<file path="config.mk">
export PLATFORM = sky130hd
export DESIGN_NAME = elevator_next_stop_picker
export DESIGN_NICKNAME = d
export VERILOG_FILES = /design/src/evnsp_pkg.sv /design/src/elevator_next_stop_picker.sv
export SDC_FILE = /design/constraint.sdc
export NUM_CORES = 1
export LEC_CHECK = 0
export ABC_AREA = 1
export ABC_CLOCK_PERIOD_IN_PS = 2100
export BUFFER_PORTS_ARGS = -buffer_cell sky130_fd_sc_hd__buf_2
export CORE_AREA = 10 10 75 77
export DETAILED_ROUTE_END_ITERATION = 8
export DIE_AREA = 0 0 85 87
export HOLD_SLACK_MARGIN = 0.15
export PLACE_DENSITY = 0.74
export REMOVE_ABC_BUFFERS = 1
export SYNTH_ARGS = -nofsm -noshare
export SYNTH_HDL_FRONTEND = slang
export SYNTH_SLANG_ARGS = --single-unit
</file>
<file path="constraint.sdc">
create_clock -name i_clk -period 2.1 [get_ports i_clk]
set_clock_uncertainty 0.1 [all_clocks]
set_input_delay 0.21 -clock i_clk [delete_from_list [all_inputs] [get_ports i_clk]]
set_output_delay 0.21 -clock i_clk [all_outputs]
set_load 0.02 [all_outputs]
</file>
<file path="src/evnsp_pkg.sv">
// ----------------------------------------------------------------------------
// Next stop picker package
// Shared widths, call vector layout and outcome codes.
// ----------------------------------------------------------------------------
package evnsp_pkg;

    // Width of a floor number on the ports.
    localparam int FLOOR_W = 5;

    // Width of the pending call vector, three buttons per floor.
    localparam int CALL_BITS = 12;

    // Button positions within the three bits of one floor.
    localparam int BTN_UP   = 0;
    localparam int BTN_DOWN = 1;
    localparam int BTN_CAB  = 2;

    // Result codes.
    typedef enum logic [1:0] {
        OUT_CHOSEN  = 2'd0,
        OUT_NONE    = 2'd1,
        OUT_INVALID = 2'd2
    } t_outcome;

endpackage

</file>
<file path="src/elevator_next_stop_picker.sv">
// ----------------------------------------------------------------------------
// Elevator next stop picker
// Chooses the next floor an elevator car should serve from its current floor,
// its target floor and the vector of pending hall and cab calls.
//
// Usage:
//   The request channel (i_in_valid / o_in_ready) carries the current floor,
//   the target floor, their presence flags and the call vector. The result
//   channel (o_out_valid / i_out_ready) carries the chosen floor and an
//   outcome code: floor chosen, no floor, or invalid floor in the request.
//   Each transaction on the request channel yields exactly one result.
//   A request passes through the stage registers in order before o_out_valid
//   rises. Stage one decodes
//   the request into per-floor candidate masks, stage two runs the priority
//   encoders, stage three selects the result into the output register.
//   Throughput is one transaction per cycle; each stage holds when the stage
//   after it is full and stalled, so a stall at i_out_ready backs up through
//   the pipeline and finally drops o_in_ready, with nothing lost or repeated.
//   Reset clears all stage valid bits; no results are pending after reset.
// ----------------------------------------------------------------------------
module elevator_next_stop_picker #(
    parameter int FLOORS = 4
) (
    input  logic                         i_clk,
    input  logic                         i_rst_n,
    input  logic                         i_in_valid,
    output logic                         o_in_ready,
    input  logic [evnsp_pkg::FLOOR_W-1:0] i_current_floor,
    input  logic                         i_has_current,
    input  logic [evnsp_pkg::FLOOR_W-1:0] i_target_floor,
    input  logic                         i_has_target,
    input  logic [evnsp_pkg::CALL_BITS-1:0] i_calls,
    output logic                         o_out_valid,
    input  logic                         i_out_ready,
    output logic [evnsp_pkg::FLOOR_W-1:0] o_next_floor,
    output logic [1:0]                   o_outcome
);
    import evnsp_pkg::*;

    localparam int IDX_W = (FLOORS > 1) ? $clog2(FLOORS) : 1;

    // Stage enables: a stage loads when it is empty or its content moves on.
    logic en1, en2, en3;
    logic r_v1, r_v2, r_v3;

    assign en3 = !r_v3 || i_out_ready;
    assign en2 = !r_v2 || en3;
    assign en1 = !r_v1 || en2;
    assign o_in_ready = en1;

    // Per-floor call summaries; floors past the call vector never have calls.
    logic [FLOORS-1:0] w_any;
    logic [FLOORS-1:0] w_real;

    for (genvar f = 0; f < FLOORS; f++) begin : g_floor
        if (3 * f + BTN_CAB < CALL_BITS) begin : g_in
            assign w_any[f] = i_calls[3*f+BTN_UP] | i_calls[3*f+BTN_DOWN]
                            | i_calls[3*f+BTN_CAB];
            assign w_real[f] = (i_calls[3*f+BTN_UP] && (f != FLOORS - 1))
                             | (i_calls[3*f+BTN_DOWN] && (f != 0))
                             | i_calls[3*f+BTN_CAB];
        end else begin : g_out
            assign w_any[f]  = 1'b0;
            assign w_real[f] = 1'b0;
        end
    end

    // Stage one: validity check and scan windows for the directional searches.
    logic              n_invalid1;
    logic [FLOORS-1:0] n_up_mask;
    logic [FLOORS-1:0] n_dn_mask;
    logic              w_idle;
    logic              w_going_up;

    always_comb begin
        logic [FLOOR_W-1:0] fl;
        logic               above_cur;
        n_invalid1 = (i_has_current && (i_current_floor >= FLOOR_W'(FLOORS)))
                   || (i_has_target && (i_target_floor >= FLOOR_W'(FLOORS)));
        w_idle = !i_has_target
               || (i_has_current && (i_current_floor == i_target_floor));
        w_going_up = !i_has_current || (i_current_floor < i_target_floor);
        for (int f = 0; f < FLOORS; f++) begin
            fl = FLOOR_W'(f);
            above_cur = i_has_current ? (fl > i_current_floor) : 1'b1;
            if (w_idle) begin
                n_up_mask[f] = above_cur;
                n_dn_mask[f] = i_has_current ? (fl < i_current_floor) : (fl == '0);
            end else if (w_going_up) begin
                n_up_mask[f] = above_cur && (fl < i_target_floor);
                n_dn_mask[f] = 1'b0;
            end else begin
                n_up_mask[f] = 1'b0;
                n_dn_mask[f] = (fl >= i_target_floor) && (fl < i_current_floor);
            end
        end
    end

    logic               r_invalid1;
    logic               r_has_tgt1;
    logic [FLOOR_W-1:0] r_tgt1;
    logic [FLOORS-1:0]  r_up_cand1;
    logic [FLOORS-1:0]  r_dn_cand1;
    logic [FLOORS-1:0]  r_real1;

    always_ff @(posedge i_clk) begin
        if (!i_rst_n) begin
            r_v1 <= 1'b0;
        end else if (en1) begin
            r_v1 <= i_in_valid;
        end
    end

    always_ff @(posedge i_clk) begin
        if (en1) begin
            r_invalid1 <= n_invalid1;
            r_has_tgt1 <= i_has_target;
            r_tgt1     <= i_target_floor;
            r_up_cand1 <= w_any & n_up_mask;
            r_dn_cand1 <= w_any & n_dn_mask;
            r_real1    <= w_real;
        end
    end

    // Stage two: priority encoders over the candidate masks.
    logic [IDX_W-1:0] n_up_idx, n_dn_idx, n_real_idx;

    always_comb begin
        n_up_idx   = '0;
        n_real_idx = '0;
        for (int f = FLOORS - 1; f >= 0; f--) begin
            if (r_up_cand1[f]) begin
                n_up_idx = IDX_W'(f);
            end
            if (r_real1[f]) begin
                n_real_idx = IDX_W'(f);
            end
        end
        n_dn_idx = '0;
        for (int f = 0; f < FLOORS; f++) begin
            if (r_dn_cand1[f]) begin
                n_dn_idx = IDX_W'(f);
            end
        end
    end

    logic               r_invalid2;
    logic               r_has_tgt2;
    logic [FLOOR_W-1:0] r_tgt2;
    logic               r_any_real2;
    logic               r_up_found2;
    logic               r_dn_found2;
    logic [IDX_W-1:0]   r_up_idx2;
    logic [IDX_W-1:0]   r_dn_idx2;
    logic [IDX_W-1:0]   r_real_idx2;

    always_ff @(posedge i_clk) begin
        if (!i_rst_n) begin
            r_v2 <= 1'b0;
        end else if (en2) begin
            r_v2 <= r_v1;
        end
    end

    always_ff @(posedge i_clk) begin
        if (en2) begin
            r_invalid2  <= r_invalid1;
            r_has_tgt2  <= r_has_tgt1;
            r_tgt2      <= r_tgt1;
            r_any_real2 <= |r_real1;
            r_up_found2 <= |r_up_cand1;
            r_dn_found2 <= |r_dn_cand1;
            r_up_idx2   <= n_up_idx;
            r_dn_idx2   <= n_dn_idx;
            r_real_idx2 <= n_real_idx;
        end
    end

    // Stage three: pick the result in order of priority.
    logic [FLOOR_W-1:0] n_next;
    t_outcome           n_outcome;

    always_comb begin
        n_next    = '0;
        n_outcome = OUT_NONE;
        if (r_invalid2) begin
            n_outcome = OUT_INVALID;
        end else if (!r_any_real2) begin
            if (r_has_tgt2) begin
                n_next    = r_tgt2;
                n_outcome = OUT_CHOSEN;
            end
        end else if (r_up_found2) begin
            n_next    = FLOOR_W'(r_up_idx2);
            n_outcome = OUT_CHOSEN;
        end else if (r_dn_found2) begin
            n_next    = FLOOR_W'(r_dn_idx2);
            n_outcome = OUT_CHOSEN;
        end else if (r_has_tgt2) begin
            n_next    = r_tgt2;
            n_outcome = OUT_CHOSEN;
        end else begin
            // A real call exists here, so the lowest such floor is taken.
            n_next    = FLOOR_W'(r_real_idx2);
            n_outcome = OUT_CHOSEN;
        end
    end

    logic [FLOOR_W-1:0] r_next3;
    t_outcome           r_outcome3;

    always_ff @(posedge i_clk) begin
        if (!i_rst_n) begin
            r_v3 <= 1'b0;
        end else if (en3) begin
            r_v3 <= r_v2;
        end
    end

    always_ff @(posedge i_clk) begin
        if (en3) begin
            r_next3    <= n_next;
            r_outcome3 <= n_outcome;
        end
    end

    assign o_out_valid  = r_v3;
    assign o_next_floor = r_next3;
    assign o_outcome    = r_outcome3;

endmodule

</file>
==> run metrics, run 1 <==
nature of the critical path startpoint input pin; GR Util All Layers 0.09992; Comb power frac 0.105; Flop pwr share 0.618; Core Util, Final 0.5884; GP Congestion 0.9291; initial antenna violation count 0; Final Cycle Share 0.9196; DP Worst Slack approximately 500 ps; reg2reg path depth 3; synth unique cells 26; Via density about 4.7; core area roughly 4200 sq um; Rel. slew slack 0.6348; PwrDens roughly 690 nW/um^2; share of post-route cells with drive strength above 1 0.2282; #FFs+latches synth 45; RSZ-0062 raised after global routing false; post-synthesis instance total 180; maximum fanout along the worst path 2; VDD IR max approximately 0.34 mV; Clk pwr share 0.278; P_sw 0.3643 mW; Syn Area/Cell about 11 sq um; mux contribution to synthesized area 0; crit path kind input pin to register; vias post-DR between 1000 and 1500; status completed; Max Freq slightly above 500 MHz; Initial Util 0.4699; Worst EP required ~2000 ps; Setup TNS Final 0 ps; Hold Path Class input pin to register; final hold slack around 170 ps; Slew Limit Fails 0; Die Y around 87 um; H-tree depth 2; Sw Share 0.2118; endpoints failing setup 0; Final HPWL DP between 2000 and 3000 um; # nets final roughly 270; max-cap viol count 0; DIE AREA 7395 sq um; global-route wire length before repair 5961 um; min Tclk post-route approximately 1900 ps; Post-Route WL ~3500 um; ant diodes 0; postcts setup bufs 0; Resized cells post-CTS 0; Critical Path Sink Type register; Critical Path AT roughly 1900 ps; Worst Max-Slew Pin Slew around 550 ps; clk_lat worst skew 280 ps; Synth Area in Compound Gates 0.07987; drt first pass iters 6; multi-input gate area in the final layout between 500 and 600 sq um; FILL cells approximately 360; antenna-violating nets left 0; total internal power about 1.4 mW; largest family of logic cells by synthesized area simple AND/OR/NAND/NOR gates; largest net degree at the start of global routing 22; grt total ovfl 0; Min-Delay Path Depth 3; # rows 24; Reg area between 1000 and 1500 sq um; area share of fa/ha/maj cells after synthesis 0.03145; Worst-path clk slew roughly 70 ps; root buf cell clkbuf_8; sequential share of the synthesized area 0.6642; fin worst setup slack approximately 170 ps; CTS tree done; WL/cell around 12 um; PortBufs 36; die width approximately 85 um; IO Pins 37; P_leak about 1.1 nW; Synth Area in XOR/XNOR 0; vias in the first global route 1454; commonest cells after routing, fill and taps aside 42 x edfxtp_1, 36 x buf_2, 33 x nand2_1, 25 x inv_1, 18 x nor2_1; deepest clock path buffer count 2; Num Clock Sinks 45; total chip power around 1.7 mW; Initial DRC Count 42; simple-gate share of the synthesized area 0.1679; Post-Syn Area between 1500 and 2000 sq um; endpoints failing hold 0; drt drc 0; Num CTS Buffers 5; most common cell after layout, fill and taps aside edfxtp_1; synth warn 0; Layout area overhead 25.22%
-- power groups by stage --
| stage | Combinational, mW | Clock (mW) | Sequential [mW] |
|---|---|---|---|
| 6_report | 0.180 | 0.478 | 1.06 |
| 5_1_grt | 0.207 | 0.537 | 1.07 |
| 4_1_cts | 0.180 | 0.495 | 1.06 |
| 3_5_place_dp | 0.158 | 0 | 1.08 |
| 3_3_place_gp | 0.155 | 0 | 1.08 |
| 2_1_floorplan | 0.0887 | 0 | 1.09 |
-- layer usage --
metal	global-route usage	wire [um]	vias up	part of all wire
met4	0.06287	108	0	0.031
met3	0.03745	200	10	0.058
met1	0.09229	1323	602	0.38
li1	-	-	729	-
met2	0.1812	1817	37	0.53
met5	0	0	-	0
-- critical path, cell delays in order --
cell	delay, ps
dlygate4sd3_1	530
buf_2	120
nor3_1	250
dlygate4sd3_1	590
inv_1	50
nand3_1	80
a21oi_1	50
-- stage by stage --
stage / cells / instance area, sq um
after CTS: 293 / 2491
after detailed placement: 269 / 2251
after global routing: 293 / 2491
after floorplan: 179 / 1978
after global placement: 269 / 2251
final: 293 / 2491
-- final cells by class --
| class | count | share of cell area |
|---|---|---|
| flip-flops and latches | 45 | 0.5304 |
| multi-input cells | 107 | 0.2230 |
| repair buffers | 54 | 0.1477 |
| inverters | 27 | 0.04068 |
| clock buffers | 7 | 0.03064 |
| well taps | 52 | 0.02612 |
| clock inverters | 1 | 0.001507 |
-- final timing paths --
kind	start	to	slack, ps
setup / recovery	i_calls[8]	r_dn_cand1[2]	170
hold / removal	i_calls[1]	r_up_cand1[0]	170
setup reg to reg	o_out_valid	r_tgt2[1]	770
hold reg to reg	r_invalid1	r_invalid2	320
-- cell usage after synthesis, drive strengths merged --
| cell | number | area [sq um] |
|---|---|---|
| nand2 | 33 | 123.9 |
| nand3b | 1 | 7.510 |
| ha | 5 | 62.56 |
| o21bai | 1 | 7.510 |
| nand3 | 10 | 55.05 |
| nor3 | 5 | 30.03 |
| or3 | 1 | 6.260 |
| dfxtp | 3 | 60.06 |
| o211ai | 2 | 15.01 |
| o22ai | 1 | 6.260 |
| o21ai | 4 | 27.53 |
| a21boi | 1 | 7.510 |
| buf | 1 | 11.26 |
| o21a | 1 | 7.510 |
| inv | 27 | 101.4 |
| or2 | 5 | 31.28 |
| a21oi | 16 | 80.08 |
| edfxtp | 42 | 1261 |
| nor2 | 20 | 80.07 |
| o31ai | 1 | 7.510 |
-- sequential cells by signal, indices dropped and copies added (netlist names) --
signal / flops
r_any_real2: 1
r_v1: 1
r_tgt1: 5
r_up_cand1: 4
r_up_idx2: 2
r_invalid1: 1
r_tgt2: 5
o_next_floor: 5
r_has_tgt1: 1
o_outcome: 2
r_invalid2: 1
r_real_idx2: 2
r_up_found2: 1
r_v2: 1
o_out_valid: 1
r_real1: 4
r_dn_cand1: 4
r_dn_idx2: 2
r_dn_found2: 1
r_has_tgt2: 1
-- cells by family after synthesis --
kind of cell | Yosys count
compound gates | 27
fa+ha+maj | 5
buf+inv | 28
flops | 45
simple gates | 75
-- repair_timing --
action	CTS	global route
setup endpoints to repair	0	0
hold buffers	16	0
hold endpoints to repair	13	0
(Power assumes the default switching activity.)
==> inputs of run 2 (changes only) <==
--- a/config.mk
+++ b/config.mk
@@ -13,7 +13,9 @@
 export DIE_AREA = 0 0 85 87
 export HOLD_SLACK_MARGIN = 0.15
 export PLACE_DENSITY = 0.74
+export RECOVER_POWER = 50
 export REMOVE_ABC_BUFFERS = 1
+export SLEW_MARGIN = 20
 export SYNTH_ARGS = -nofsm -noshare
 export SYNTH_HDL_FRONTEND = slang
 export SYNTH_SLANG_ARGS = --single-unit
==> constraint.sdc (replaced) <==
create_clock -name i_clk -period 2.1 [get_ports i_clk]
set_clock_uncertainty 0.1 [all_clocks]
set_input_delay 0.42 -clock i_clk [delete_from_list [all_inputs] [get_ports i_clk]]
set_output_delay 0.42 -clock i_clk [all_outputs]
set_load 0.02 [all_outputs]
==> run 2 against run 1 <==
  * Global-route usage shrank 0.74 points
  * Clock-buffer cell count decreased by 1
  * Utilization is 3.6 points lower
  * Highest routed layer unchanged
  * Non-clock buffer count decreased by 16
==> run metrics, run 2 (synthesis results as in run 1) <==
status completed (unchanged); Post-Route WL 3287 um (was 3450 um); share of post-route cells with drive strength above 1 0.2089 (was 0.2282); clk_lat worst skew 290 ps (was 280 ps); Sw Share 0.2053 (was 0.2118); Max Freq 571.2 MHz (was 517.8 MHz); PwrDens 800.6 nW/um^2 (was 690.4 nW/um^2); Crit. Startpoint o_out_valid (was i_calls[8]); WL/cell 11.87 um (was 11.77 um); worst r2r src r_up_found2 (was o_out_valid); root buf cell clkbuf_8 (unchanged); PortBufs 36 (unchanged); Rel. slew slack 0.6338 (was 0.6348); P_leak 1.014 nW (was 1.096 nW); Die Y 87 um (unchanged); crit path kind register to output pin (was input pin to register); P_sw 0.3844 mW (was 0.3643 mW); Initial Util 0.4699 (unchanged); FF-to-FF End o_next_floor[0] (was r_tgt2[1]); Num Clock Sinks 45 (unchanged); drt drc 0 (unchanged); RSZ-0062 raised after global routing false (unchanged); met1 Resource Use GR 0.09127 (was 0.09229); Setup TNS Final 0 ps (unchanged); Clk pwr share 0.351 (was 0.278); Layout area overhead 17.55% (was 25.22%); Slew Limit Fails 0 (unchanged); GP Congestion 0.9422 (was 0.9291); endpoints failing hold 0 (unchanged); GRT busiest layer met2 (unchanged); DP Worst Slack 301.0 ps (was 515.0 ps); deepest clock path buffer count 2 (unchanged); Final HPWL DP 2581 um (was 2634 um); IO Pins 37 (unchanged); antenna-violating nets left 0 (unchanged); vias post-DR 1315 (was 1378); met2 Resource Use GR 0.1642 (was 0.1812); Resized cells post-CTS 0 (unchanged); CTS tree done (unchanged); core area 4234 sq um (unchanged); largest net degree at the start of global routing 20 (was 22); commonest cells after routing, fill and taps aside 42 x edfxtp_1, 33 x nand2_1, 28 x buf_2, 25 x inv_1, 19 x nor2_1 (was 42 x edfxtp_1, 36 x buf_2, 33 x nand2_1, 25 x inv_1, 18 x nor2_1); max-cap viol count 0 (unchanged); Comb power frac 0.083 (was 0.105); Worst Max-Slew Pin Slew 543.6 ps (was 547.1 ps); Via density 4.747 (was 4.703); total chip power 1.872 mW (was 1.720 mW); Worst-path clk slew 80 ps (was 70 ps); global-route wire length before repair 5602 um (was 5961 um); nature of the critical path startpoint register (was input pin); DIE AREA 7395 sq um (unchanged); met3 Track Usage GR 0.02715 (was 0.03745); maximum fanout along the worst path 3 (was 2); Final Cycle Share 0.8337 (was 0.9196); register-to-register setup slack 660 ps (was 770 ps); Critical Path AT 1230 ps (was 1870 ps); GR Util All Layers 0.09254 (was 0.09992); Initial DRC Count 46 (was 42); cts hold-fix bufs 0 (was 16); # nets final 257 (was 273); fin worst setup slack 349.2 ps (was 168.9 ps); VDD IR max 0.3590 mV (was 0.3447 mV); postcts setup bufs 0 (unchanged); H-tree depth 2 (unchanged); # rows 24 (unchanged); endpoints failing setup 0 (unchanged); vias in the first global route 1374 (was 1454); Flop pwr share 0.566 (was 0.618); Worst EP required 1580 ps (was 2040 ps); initial antenna violation count 0 (unchanged); Min-Delay Startpoint i_target_floor[2] (was i_calls[1]); die width 85 um (unchanged); Critical Path Sink Type output pin (was register); min Tclk post-route 1751 ps (was 1931 ps); reg2reg path depth 3 (unchanged); Hold Path Class input pin to register (unchanged); drt first pass iters 4 (was 6); WHS Endpoint r_tgt1[2] (was r_up_cand1[0]); Min-Delay Path Depth 1 (was 3); total internal power 1.488 mW (was 1.355 mW); Num CTS Buffers 5 (unchanged); grt total ovfl 0 (unchanged); ant diodes 0 (unchanged); most common cell after layout, fill and taps aside edfxtp_1 (unchanged)
run 2: through the flow:
step           cell area (sq um)  hold slack [ps]  instances    util
2_1_floorplan               1978            300.3        179       -
3_3_place_gp                2238            301.9        269  0.5287
3_5_place_dp                2238            304.5        269  0.5287
4_1_cts                     2359            209.5        277  0.5570
5_1_grt                     2338            207.6        277  0.5523
6_report                    2338            220.1        277  0.5523
run 2: critical path, stage by stage, from the launching register on:
cell     delay (ps)
dfxtp_1         330
nand2_1          70
nor2_1          170
nand2_1         170
buf_2           200
run 2: metal layers:
layer  vias to the layer above  routed length (um)
li1                        699                   -
met1                       566                1360
met2                        39                1620
met3                        11                 188
met4                         0                 117
met5                         -                   0
run 2: worst max path at each step:
stage | endpoint | slack [ps]
3_5_place_dp | r_up_cand1[2] | 300
4_1_cts | o_in_ready | 300
2_1_floorplan | r_dn_cand1[0] | 240
6_report | o_in_ready | 350
5_1_grt | o_in_ready | 210
3_3_place_gp | r_up_cand1[2] | 340
run 2: cell type report:
cell class,count,area (sq um)
Clock inverter,2,37.54
Fill cell,369,1896
Multi-Input combinational cell,107,549.3
Timing Repair Buffer,38,181.4
Sequential cell,45,1321
Clock buffer,6,82.58
Inverter,27,101.3
Tap cell,52,65.06
run 2: power by group through the flow:
stage	registers (mW)	logic, mW	clock network, mW
global placement	1.08	0.155	0
floorplan	1.09	0.0887	0
global route	1.07	0.179	0.718
CTS	1.06	0.160	0.677
finish	1.06	0.156	0.656
detailed placement	1.08	0.159	0
==> inputs of run 3 (changes only) <==
--- a/config.mk
+++ b/config.mk
@@ -6,7 +6,7 @@
 export NUM_CORES = 1
 export LEC_CHECK = 0
 export ABC_AREA = 1
-export ABC_CLOCK_PERIOD_IN_PS = 2100
+export ABC_CLOCK_PERIOD_IN_PS = 1760
 export BUFFER_PORTS_ARGS = -buffer_cell sky130_fd_sc_hd__buf_2
 export CORE_AREA = 10 10 75 77
 export DETAILED_ROUTE_END_ITERATION = 8
==> constraint.sdc (replaced) <==
create_clock -name i_clk -period 1.76 [get_ports i_clk]
set_clock_uncertainty 0.1 [all_clocks]
set_input_delay 0.352 -clock i_clk [delete_from_list [all_inputs] [get_ports i_clk]]
set_output_delay 0.352 -clock i_clk [all_outputs]
set_load 0.02 [all_outputs]
==> run 3 against run 2 <==
  * Cell count is 0.72% higher
  * Register-to-register slack worse by 310 ps
  * Sequential share of layout area is 0.18 points lower
  * Critical path type unchanged
  * Largest power group unchanged
==> run metrics, run 3 (synthesis results as in run 1) <==
core area 4234 sq um (unchanged); vias post-DR 1322 (was 1315); Rel. slew slack 0.6405 (was 0.6338); RSZ-0062 raised after global routing false (unchanged); drt first pass iters 4 (unchanged); Final Cell Area 2346 sq um (was 2338 sq um); crit path kind register to output pin (unchanged); GR Util All Layers 0.09703 (was 0.09254); commonest cells after routing, fill and taps aside 42 x edfxtp_1, 32 x nand2_1, 30 x buf_2, 25 x inv_1, 18 x nor2_1 (was 42 x edfxtp_1, 33 x nand2_1, 28 x buf_2, 25 x inv_1, 19 x nor2_1); Hold Path Class input pin to register (unchanged); vias in the first global route 1375 (was 1374); Final HPWL DP 2692 um (was 2581 um); DIE AREA 7395 sq um (unchanged); post-place instance area 2246 sq um (was 2238 sq um); postcts setup bufs 0 (unchanged); H-tree depth 2 (unchanged); Die Y 87 um (unchanged); GP Congestion 0.9297 (was 0.9422); Final Cycle Share 0.9218; Num CTS Buffers 5 (unchanged); maximum fanout along the worst path 5 (was 3); ant diodes 0 (unchanged); Worst Max-Slew Pin Slew 538.7 ps (was 543.6 ps); Layout area overhead 17.92% (was 17.55%); Max Freq between 600 and 700 MHz; initial antenna violation count 0 (unchanged); grt total ovfl 0 (unchanged); antenna-violating nets left 0 (unchanged); Worst-path clk slew 80 ps (about the same); # nets final 259 (was 257); CTS tree done (unchanged); final hold slack 168.4 ps (was 220.1 ps); WL/cell 11.96 um (was 11.87 um); CP peak stage delay 330 ps (about the same); max-cap viol count 0 (unchanged); FF-to-FF End o_next_floor[1] (was o_next_floor[0]); VDD IR max 0.5102 mV (was 0.3590 mV); Slew Limit Fails 0 (unchanged); PortBufs 36 (unchanged); PwrDens 938.4 nW/um^2 (was 800.6 nW/um^2); worst r2r src r_up_found2 (unchanged); register-to-register setup slack 350 ps (was 660 ps); die width 85 um (unchanged); worst-path cell chain nand2_1 -> nor2_2 -> nand2_2 -> buf_2 (was nand2_1 -> nor2_1 -> nand2_1 -> buf_2); # rows 24 (unchanged); largest net degree at the start of global routing 17 (was 20); most common cell after layout, fill and taps aside edfxtp_1 (unchanged); share of post-route cells with drive strength above 1 0.2159 (was 0.2089); reg2reg path depth 3 (unchanged); P_leak 1.024 nW (was 1.014 nW); Num Clock Sinks 45 (unchanged); clk_lat worst skew 290 ps (about the same); nature of the critical path startpoint register (unchanged); WHS Endpoint r_v2 (was r_tgt1[2]); endpoints failing setup 0 (unchanged); status completed (unchanged); min Tclk post-route 1622 ps; Min-Delay Path Depth 2 (was 1); Core Util, Final 0.5541 (was 0.5523); Via density 4.738 (was 4.747); Post-Route WL 3338 um (was 3287 um); Initial DRC Count 51 (was 46); global-route wire length before repair 5796 um (was 5602 um); IO Pins 37 (unchanged); Min-Delay Startpoint i_rst_n (was i_target_floor[2]); Top delay family on crit path simple AND/OR/NAND/NOR gates (unchanged); Slowest-stage cell, CP dfxtp_1 (unchanged); root buf cell clkbuf_8 (unchanged); Critical Path Sink Type output pin (unchanged); crit path buf inv count 1 (unchanged); Critical Path AT 1170 ps (was 1230 ps); drt drc 0 (unchanged); Initial Util 0.4699 (unchanged); Worst EP required 1310 ps (was 1580 ps); deepest clock path buffer count 2 (unchanged); endpoints failing hold 0 (unchanged)
[run 3: cell count changes in the layout (fill, tap and decap cells not counted), sizes merged]
cell / delta
dlygate4sd3: +1
buf: +2
clkbuf: -1
clkinvlp: -1
clkinv: +1
[run 3: power breakdown]
part,switching (mW),leakage [nW],internal [mW],total [mW]
combinational,0.109,0.495,0.0779,0.187
sequential,0.0272,0.473,1.24,1.27
clock,0.323,0.0554,0.426,0.749
total,0.459,1.02,1.74,2.20
[run 3: worst reg2reg max path, cell delays in order (launching register included)]
cell and delay [ps]:
edfxtp_1 430, o21ai_0 460, nand3_1 130, a21oi_1 160
[run 3: repair_timing]
action	4_1_cts	5_1_grt
pin swaps	0	0
hold buffers	1	0
resized for setup	1	1
setup endpoints to repair	1	1
endpoints found under the hold margin	1	0
[run 3: metrics by stage]
step | setup slack, ps | cells | total power [mW] | TNS, ps
after floorplan | -100.1 | 179 | 1.404 | -1915
after global placement | 68.00 | 270 | 1.473 | 0
after detailed placement | 38.89 | 270 | 1.481 | 0
after CTS | 58.57 | 279 | 2.228 | 0
after global routing | 42.53 | 279 | 2.315 | 0
final | 137.6 | 279 | 2.202 | 0
[run 3: how the worst max path moves through the flow]
stage | from | end | slack (ps) | cells after the start
6_report | o_out_valid | o_in_ready | 140 | 4
5_1_grt | o_out_valid | o_in_ready | 40 | 4
2_1_floorplan | o_out_valid | r_dn_cand1[0] | -100 | 3
3_5_place_dp | i_target_floor[4] | r_up_cand1[3] | 40 | 10
3_3_place_gp | i_target_floor[4] | r_up_cand1[2] | 70 | 10
4_1_cts | o_out_valid | o_in_ready | 60 | 4
[run 3: per-layer routing]
metal / vias up / GRT usage / part of all wire
li1: 703 / - / -
met1: 573 / 0.09296 / 0.40
met2: 38 / 0.1723 / 0.51
met3: 8 / 0.03277 / 0.055
met4: 0 / 0.06587 / 0.031
met5: - / 0 / 0
[run 3: final cells by class]
type | instances | area, sq um
fill | 370 | 1888
clock buffer | 6 | 72.57
timing repair buffer | 40 | 197.7
sequential | 45 | 1321
clock inverter | 2 | 38.79
tap | 52 | 65.06
multi-input combinational | 107 | 549.3
inverter | 27 | 101.3
